### config.mk
export PLATFORM = sky130hd
export DESIGN_NAME = ttc_fdiv
export DESIGN_NICKNAME = d
export VERILOG_FILES = /design/src/rtl/core/ttc_pkg.sv /design/src/rtl/core/ttc_fdiv.sv
export SDC_FILE = /design/constraint.sdc
export NUM_CORES = 2
export LEC_CHECK = 0
export ABC_AREA = 1
export BUFFER_PORTS_ARGS = -buffer_cell sky130_fd_sc_hd__buf_2
export CORE_ASPECT_RATIO = 1.25
export CORE_UTILIZATION = 55
export CTS_CLUSTER_DIAMETER = 30
export DETAILED_ROUTE_END_ITERATION = 8
export HOLD_SLACK_MARGIN = 0.02
export PLACE_DENSITY = 0.71
export RECOVER_POWER = 100
export SYNTH_ARGS = -nofsm -noshare
export SYNTH_HDL_FRONTEND = slang
export SYNTH_SLANG_ARGS = --single-unit
export TNS_END_PERCENT = 50
### constraint.sdc
create_clock -name clock -period 4.25 [get_ports clock]
set_clock_uncertainty 0.1 [all_clocks]
set_input_delay 0.85 -clock clock [delete_from_list [all_inputs] [get_ports clock]]
set_output_delay 0.85 -clock clock [all_outputs]
set_load 0.05 [all_outputs]
### src/rtl/core/ttc_pkg.sv
package ttc_pkg;

   // Fixed-point scaling of gaps, speeds, accelerations and times.
   localparam int FRAC_BITS  = 8;
   // Extra fraction bits carried into the square root of the discriminant.
   localparam int GUARD_BITS = 8;

   // Field widths.
   localparam int GAP_W   = 16;
   localparam int SPD_W   = 14;
   localparam int ACC_W   = 13;
   localparam int TIME_W  = 16;

   // Discriminant numerator, its divisor and the scaled quotient.
   localparam int QN_W = 43;
   localparam int QD_W = 13;
   localparam int Q_W  = QN_W + 2 * GUARD_BITS;
   localparam int SQ_W = (Q_W + 1) / 2;

   // Final divide operands and the root-path speed and acceleration.
   localparam int X_W = 38;
   localparam int Y_W = 27;
   localparam int V_W = 15;
   localparam int A_W = 14;

   // How an item is finished after the front end has classified it.
   localparam logic [1:0] MODE_INF    = 2'd0;
   localparam logic [1:0] MODE_DIRECT = 2'd1;
   localparam logic [1:0] MODE_ROOT   = 2'd2;

   typedef struct packed {
      logic [1:0]            mode;
      logic signed [V_W-1:0] v;
      logic [A_W-1:0]        a;
      logic [X_W-1:0]        x;
      logic [Y_W-1:0]        y;
   } side_type;

endpackage

### src/rtl/core/ttc_fdiv.sv
module ttc_fdiv import ttc_pkg::*; (
   input  logic              clock,
   input  logic              reset,
   input  logic              advance,
   input  logic              in_valid,
   input  logic [SQ_W-1:0]   in_root,
   input  side_type          in_side,
   output logic              out_valid,
   output logic [TIME_W-1:0] out_time,
   output logic              out_inf
);

   localparam int STAGES = TIME_W;
   localparam int N_W    = SQ_W + 2;
   localparam int HI_W   = X_W - TIME_W;

   // Stage A: root numerator for quadratic items; other items pass x and y on.
   logic               valid_a_ff;
   logic [1:0]         mode_a_ff;
   logic [X_W-1:0]     x_a_in, x_a_ff;
   logic [Y_W-1:0]     y_a_in, y_a_ff;
   logic signed [N_W-1:0] n_val;

   // Stage B: saturation test and divider seed.
   logic               valid_b_ff, sat_b_ff, inf_b_ff;
   logic               sat_b_in;
   logic [Y_W-1:0]     rem_b_ff, y_b_ff;
   logic [TIME_W-1:0]  word_b_ff;

   logic               valid_ff [STAGES];
   logic [Y_W-1:0]     rem_ff   [STAGES];
   logic [TIME_W-1:0]  word_ff  [STAGES];
   logic [Y_W-1:0]     y_ff     [STAGES];
   logic               sat_ff   [STAGES];
   logic               inf_ff   [STAGES];

   assign n_val = $signed({2'b00, in_root})
                - $signed({{(N_W - V_W - GUARD_BITS){in_side.v[V_W-1]}},
                           in_side.v, {GUARD_BITS{1'b0}}});

   always_comb begin
      x_a_in = in_side.x;
      y_a_in = in_side.y;
      if (in_side.mode == MODE_ROOT) begin
         if (n_val <= 0) begin
            x_a_in = '0;
            y_a_in = Y_W'(1);
         end else begin
            x_a_in = X_W'(n_val[N_W-2:0]);
            y_a_in = Y_W'(in_side.a);
         end
      end
   end

   assign sat_b_in = {{(Y_W - HI_W){1'b0}}, x_a_ff[X_W-1:TIME_W]} >= y_a_ff;

   always_ff @(posedge clock) begin
      if (reset) begin
         valid_a_ff <= 1'b0;
         valid_b_ff <= 1'b0;
      end else if (advance) begin
         valid_a_ff <= in_valid;
         valid_b_ff <= valid_a_ff;
      end
   end

   always_ff @(posedge clock) begin
      if (advance) begin
         mode_a_ff <= in_side.mode;
         x_a_ff    <= x_a_in;
         y_a_ff    <= y_a_in;
         sat_b_ff  <= sat_b_in;
         inf_b_ff  <= mode_a_ff == MODE_INF;
         rem_b_ff  <= sat_b_in ? '0 : Y_W'(x_a_ff[X_W-1:TIME_W]);
         word_b_ff <= x_a_ff[TIME_W-1:0];
         y_b_ff    <= y_a_ff;
      end
   end

   for (genvar k = 0; k < STAGES; k++) begin : g_stage
      logic              valid_prev, sat_prev, inf_prev;
      logic [Y_W-1:0]    rem_prev, y_prev;
      logic [TIME_W-1:0] word_prev;
      logic [Y_W:0]      trial;
      logic              take;

      if (k == 0) begin : g_first
         assign valid_prev = valid_b_ff;
         assign rem_prev   = rem_b_ff;
         assign word_prev  = word_b_ff;
         assign y_prev     = y_b_ff;
         assign sat_prev   = sat_b_ff;
         assign inf_prev   = inf_b_ff;
      end else begin : g_next
         assign valid_prev = valid_ff[k-1];
         assign rem_prev   = rem_ff[k-1];
         assign word_prev  = word_ff[k-1];
         assign y_prev     = y_ff[k-1];
         assign sat_prev   = sat_ff[k-1];
         assign inf_prev   = inf_ff[k-1];
      end

      assign trial = {rem_prev, word_prev[TIME_W-1]};
      assign take  = trial >= {1'b0, y_prev};

      always_ff @(posedge clock) begin
         if (reset) begin
            valid_ff[k] <= 1'b0;
         end else if (advance) begin
            valid_ff[k] <= valid_prev;
         end
      end

      always_ff @(posedge clock) begin
         if (advance) begin
            rem_ff[k]  <= take ? Y_W'(trial - {1'b0, y_prev}) : Y_W'(trial);
            word_ff[k] <= {word_prev[TIME_W-2:0], take};
            y_ff[k]    <= y_prev;
            sat_ff[k]  <= sat_prev;
            inf_ff[k]  <= inf_prev;
         end
      end
   end

   assign out_valid = valid_ff[STAGES-1];
   assign out_inf   = inf_ff[STAGES-1];
   assign out_time  = (inf_ff[STAGES-1] || sat_ff[STAGES-1]) ? '1 : word_ff[STAGES-1];

endmodule

* After elaboration in Yosys (flattened, before gate mapping)
Memory sizes are Yosys's and may differ from the RTL's.
Index checks and enable logic that the tools add are counted.
** Operators by class
- Add/subtract/negate cells :: 17
- Magnitude comparators :: 18
- Eq/ne operators :: 1
- Mux-type cells :: 43
- Bitwise gates (word level) :: 16
- Reductions and logical operators :: 2
** Operators with widths (number)
- $mux W27 :: 17
- $sub A27 B27 Y27 :: 16
- $ge A28 B27 Y1 :: 15
- $mux W38 :: 1
- $le A32 B1 Y1 const B :: 1
- $sub A31 B23 Y32 :: 1
- $mux W31 :: 1
- $ge A22 B27 Y1 :: 1
- $ge A23 B27 Y1 :: 1
- $mux W1 :: 22
- $mux W16 :: 1
- $or A1 B1 Y1 :: 16
- $mux W14 :: 1
- $eq A2 B2 Y1 const B :: 1
- $logic_not A2 Y1 :: 1
- $logic_or A1 B1 Y1 :: 1
** Storage, ports and cells
- Bits in registers :: 136
- Bits in writable memories :: 1168
- Input bits :: 130
- Logic and storage cells :: 113
- Memories kept :: 6
** Memories
- rem_ff :: words 16, width 27, read ports 15, clocked after Yosys merged registers in 0, write ports 16, RTL line ttc_fdiv.sv:31 : logic [Y_W-1:0] rem_ff [STAGES];
- y_ff :: words 16, width 27, read ports 15, clocked after Yosys merged registers in 0, write ports 16, RTL line ttc_fdiv.sv:33 : logic [Y_W-1:0] y_ff [STAGES];
- word_ff :: words 16, width 16, read ports 16, clocked after Yosys merged registers in 0, write ports 16, RTL line ttc_fdiv.sv:32 : logic [TIME_W-1:0] word_ff [STAGES];
- inf_ff :: words 16, width 1, read ports 16, clocked after Yosys merged registers in 0, write ports 16, RTL line ttc_fdiv.sv:35 : logic inf_ff [STAGES];
- sat_ff :: words 16, width 1, read ports 16, clocked after Yosys merged registers in 0, write ports 16, RTL line ttc_fdiv.sv:34 : logic sat_ff [STAGES];
- valid_ff :: words 16, width 1, read ports 16, clocked after Yosys merged registers in 0, write ports 16, RTL line ttc_fdiv.sv:30 : logic valid_ff [STAGES];

* Longest topological paths before layout
- Depth in word-level cells :: 4
- Gate-level depth with buffers :: 20
- Gate-level depth less buffers :: 20

* Least setup slack after synthesis
No wires, ideal clock.
- Path kind :: in2reg
- Start point :: input port in_root[8]
- End point :: register x_a_ff[15] (data pin)
- Library setup time :: 0.253 ns
- Data arrival time :: 2.694 ns
- Path slack :: 1.203 ns
- Stages on the path :: 19
- Buffers on the path :: 1
- Cell sequence :: inv_1 > ha_1 > inv_1 > fa_1 > inv_1 > nand2_1 > nor2_1 > nand3_1 > nor2_1 > nand2_1 > nor2_1 > nand3_1 > nor2_1 > nand2_1 > nor2_2 > nand3_4 > buf_6 > nand3b_1 > nand2_1
** On the way
- Cells in the longest elaborated chain, start to end :: 4
** Ends and longest elaborated chain
- start, declared :: RTL line ttc_fdiv.sv:6 : input logic [SQ_W-1:0] in_root,
- $sub A31 B23 Y32 * :: RTL line ttc_fdiv.sv:38 : - $signed({{(N_W - V_W - GUARD_BITS){in_side.v[V_W-1]}},
- $le A32 B1 Y1 :: RTL line ttc_fdiv.sv:45 : if (n_val <= 0) begin
- $mux W31 * :: RTL line ttc_fdiv.sv:45
- $mux W38 * :: RTL line ttc_fdiv.sv:44 : if (in_side.mode == MODE_ROOT) begin
- via x_a_in[15] :: RTL line ttc_fdiv.sv:20 : logic [X_W-1:0] x_a_in, x_a_ff;
- end signal, assigned :: RTL line ttc_fdiv.sv:70 : x_a_ff <= x_a_in;
- end, declared :: RTL line ttc_fdiv.sv:20
The timed path passes the listed nets; every way through them passes the cells marked *.
A chain may end at the register's enable or synchronous reset.

==> results.py <==
metrics = {
    "status": {
        "outcome": "finished with violations",
        "failed_checks": "max-capacitance violations, max-slew violations",
    },
    "synth": {
        "synthArstFlopShare_pct": 0,
        "syn_area_sq_mm": 0.0716,
        "synth_sequential_area_ratio_pct": 52.4,
        "synth.area.top_cells": "edfxtp_1 52%, ha_1 8.3%, nand2_1 8.0%",
        "synth_cells": 7455,
        "syn_area_per_cell_sq_um": 9.60,
        "yosysMostFrequentCell": "nand2_1",
        "synth_cell_types": 54,
        "synth_edf_count": 1248,
        "synth_ff_type": "edfxtp_1",
        "synth.yosys.warnings": 0,
        "syn_nets": 8074,
        "synth_top_area_share_pct": 52.4,
        "synth_commonest_cells": "1526 x nand2_1, 1300 x inv_1, 1248 x edfxtp_1",
        "ys_ff_latch": 1250,
        "synth_top_area_cell": "edfxtp_1",
    },
    "detailed_routing": {
        "viasPerCell": 5.40,
        "wl_per_cell_um": 19.6,
        "drt_first_pass_iters": 6,
        "drcViolationCount": 0,
        "dr.first_iter.drc_count": 2851,
        "vias": 52739,
        "ant_nets": 0,
        "routed_wl_um": 191000,
    },
    "critical_path": {
        "max_stage_delay_ns": 0.49,
        "crit_slowest_cell": "fa_1",
        "crit_path_max_fanout": 50,
        "worst-path-buf-inv": 2,
        "endpoint_kind": "flop",
        "path_class": "flop to flop",
        "path_common_cell": "nand3_2",
        "crit_required_ns": 4.70,
        "critPathTopFamily": "simple AND/OR/NAND/NOR gates",
        "worstSetupStartpointType": "flop",
        "path_cells": "ha_1 > fa_1 > nor3_1 > nor2_1 > o21bai_2 > clkbuf_1 > nand2_1 > nand3_2 > nand4_1 > nand3_2 > buf_4 > o21ai_0",
        "arrival_ns": 4.26,
    },
    "clock_network": {
        "clockBufferDepth": 3,
        "cts_tree": "yes",
        "cts_inserted_buffers": 237,
        "cts_sinks": 1250,
        "htreeDepth": 4,
        "cts_resized": 0,
        "cts_setup_buffers": 0,
        "clockRootBuffer": "clkbuf_16",
        "clk_latency_ns": 0.86,
        "clk_pin_slew_worst_paths_ns": 0.05,
        "holdBufCountCts": 0,
    },
    "die": {
        "die_x_um": 325,
        "ios": 148,
        "initial_core_util_pct": 55.6,
        "core-area_sq_mm": 0.129,
        "die-area_sq_mm": 0.132,
        "rows": 147,
        "die_y_um": 405,
    },
    "run": {
        "cap_violations": 14,
    },
    "global_route": {
        "grt_pass1_wl_um": 293000,
        "grt_max_degree": 125,
        "grt_pass1_vias": 54870,
        "antenna_found_initial": 1,
        "grt_remaining_overflow": 0,
        "grt_usage_pct": 29.1,
    },
    "sta": {
        "period_share_pct": 89.6,
        "rsz0062_at_grt": "no",
        "setup_viol": 0,
        "slew_headroom_pct": -113,
        "maxSlewViolCount": 652,
        "min_period_ns": 3.81,
        "worst_slew_pin_slew_ns": 3.20,
        "fin_tns_setup_ns": 0,
        "fmax_mhz": 263,
        "hold_violations": 0,
    },
    "place": {
        "port_buffers": 147,
        "dp.cells": 9306,
        "place_congestion": 0.958,
        "hpwl_um": 151000,
    },
    "cells_and_area": {
        "num-fill-cells": 10436,
        "final_layout_size_suffix_gt1_share_pct": 8.81,
        "nets": 8451,
        "syn_to_final_growth_pct": 15.4,
        "fin_cells": 9762,
    },
    "power": {
        "p_per_area_mw_per_mm2": 730,
        "p_leak_nw": 37.1,
        "ir_worst_vdd_uv": 463,
    },
    "hold_path": {
        "hold_class": "input port to flop",
    },
}
## metal layers
metal | track usage [%] | part of all wire [%]
met5 | 0 | 0
met4 | 21.3 | 7.9
met3 | 3.66 | 2.7
met2 | 59.9 | 57
met1 | 25.0 | 32
## flip-flops by register name, indices dropped and copies added, names as in the netlist, 22 cells and up
signal,cells
x_a_ff,38
y_a_ff,27
g_stage.y_prev,27
y_ff,405
word_ff,256
g_stage.rem_prev,22
rem_ff,405
## cell type report
type / instances / area [sq um] / share of cell area, %
sequential: 1250 / 37500 / 45.4
multi-input combinational: 4790 / 28200 / 34.1
clock buffer: 253 / 6000 / 7.27
inverter: 1304 / 4890 / 5.93
clock inverter: 201 / 2460 / 2.99
tap: 1713 / 2140 / 2.60
timing repair buffer: 249 / 1360 / 1.64
antenna: 2 / 5.00 / 0.00606
## kinds of logic after synthesis
group | synth area share (%)
compound gates | 10.4
buf+inv | 7.97
fa+ha+maj | 8.72
xor+xnor | 4.24
flops | 52.4
simple gates | 16.3
## layout by cell type (no fill, tap or decap), types with 32 or more instances in the layout
| master | n |
|---|---|
| a21oi_1 | 492 |
| nand3_1 | 253 |
| o21ai_1 | 45 |
| clkinvlp_4 | 35 |
| a21o_1 | 67 |
| bufinv_16 | 32 |
| buf_4 | 34 |
| xnor2_1 | 130 |
| nor2_1 | 489 |
| nand2_1 | 1526 |
| edfxtp_1 | 1248 |
| inv_6 | 34 |
| ha_1 | 473 |
| clkbuf_1 | 90 |
| inv_1 | 1301 |
| nor3_1 | 72 |
| o21ai_0 | 523 |
| buf_2 | 126 |
| nand4_1 | 173 |
| clkbuf_16 | 237 |
| o21bai_1 | 67 |
| nand3b_1 | 33 |
| xor2_1 | 216 |
## final timing paths
kind	from	endpoint	slack (ns)	cells past startpoint
max	y_ff[11][0]	rem_ff[1][129]	0.44	12
min	in_side[94]	mode_a_ff[0]	0.12	1
max reg2reg	y_ff[11][0]	rem_ff[1][129]	0.44	12
min reg2reg	word_ff[1][28]	word_ff[2][13]	0.26	0
## through the flow
step	util, %	cell area [sq um]	hold WS, ns	setup WS, ns	total power, mW
6_report	64.1	82600	0.117	0.444	60.3
3_3_place_gp	58.0	74700	0.300	0.586	40.7
3_5_place_dp	58.0	74700	0.305	0.549	41.1
5_1_grt	64.1	82600	0.0832	0.302	63.9
4_1_cts	64.6	83200	0.0402	0.808	60.6
2_1_floorplan	-	71600	0.300	1.20	34.6
## where the power goes
group | switching (mW) | internal [mW]
clock | 6.93 | 12.4
sequential | 1.38 | 17.2
combinational | 14.7 | 7.68
total | 23.0 | 37.3
(Power assumes the default switching activity.)
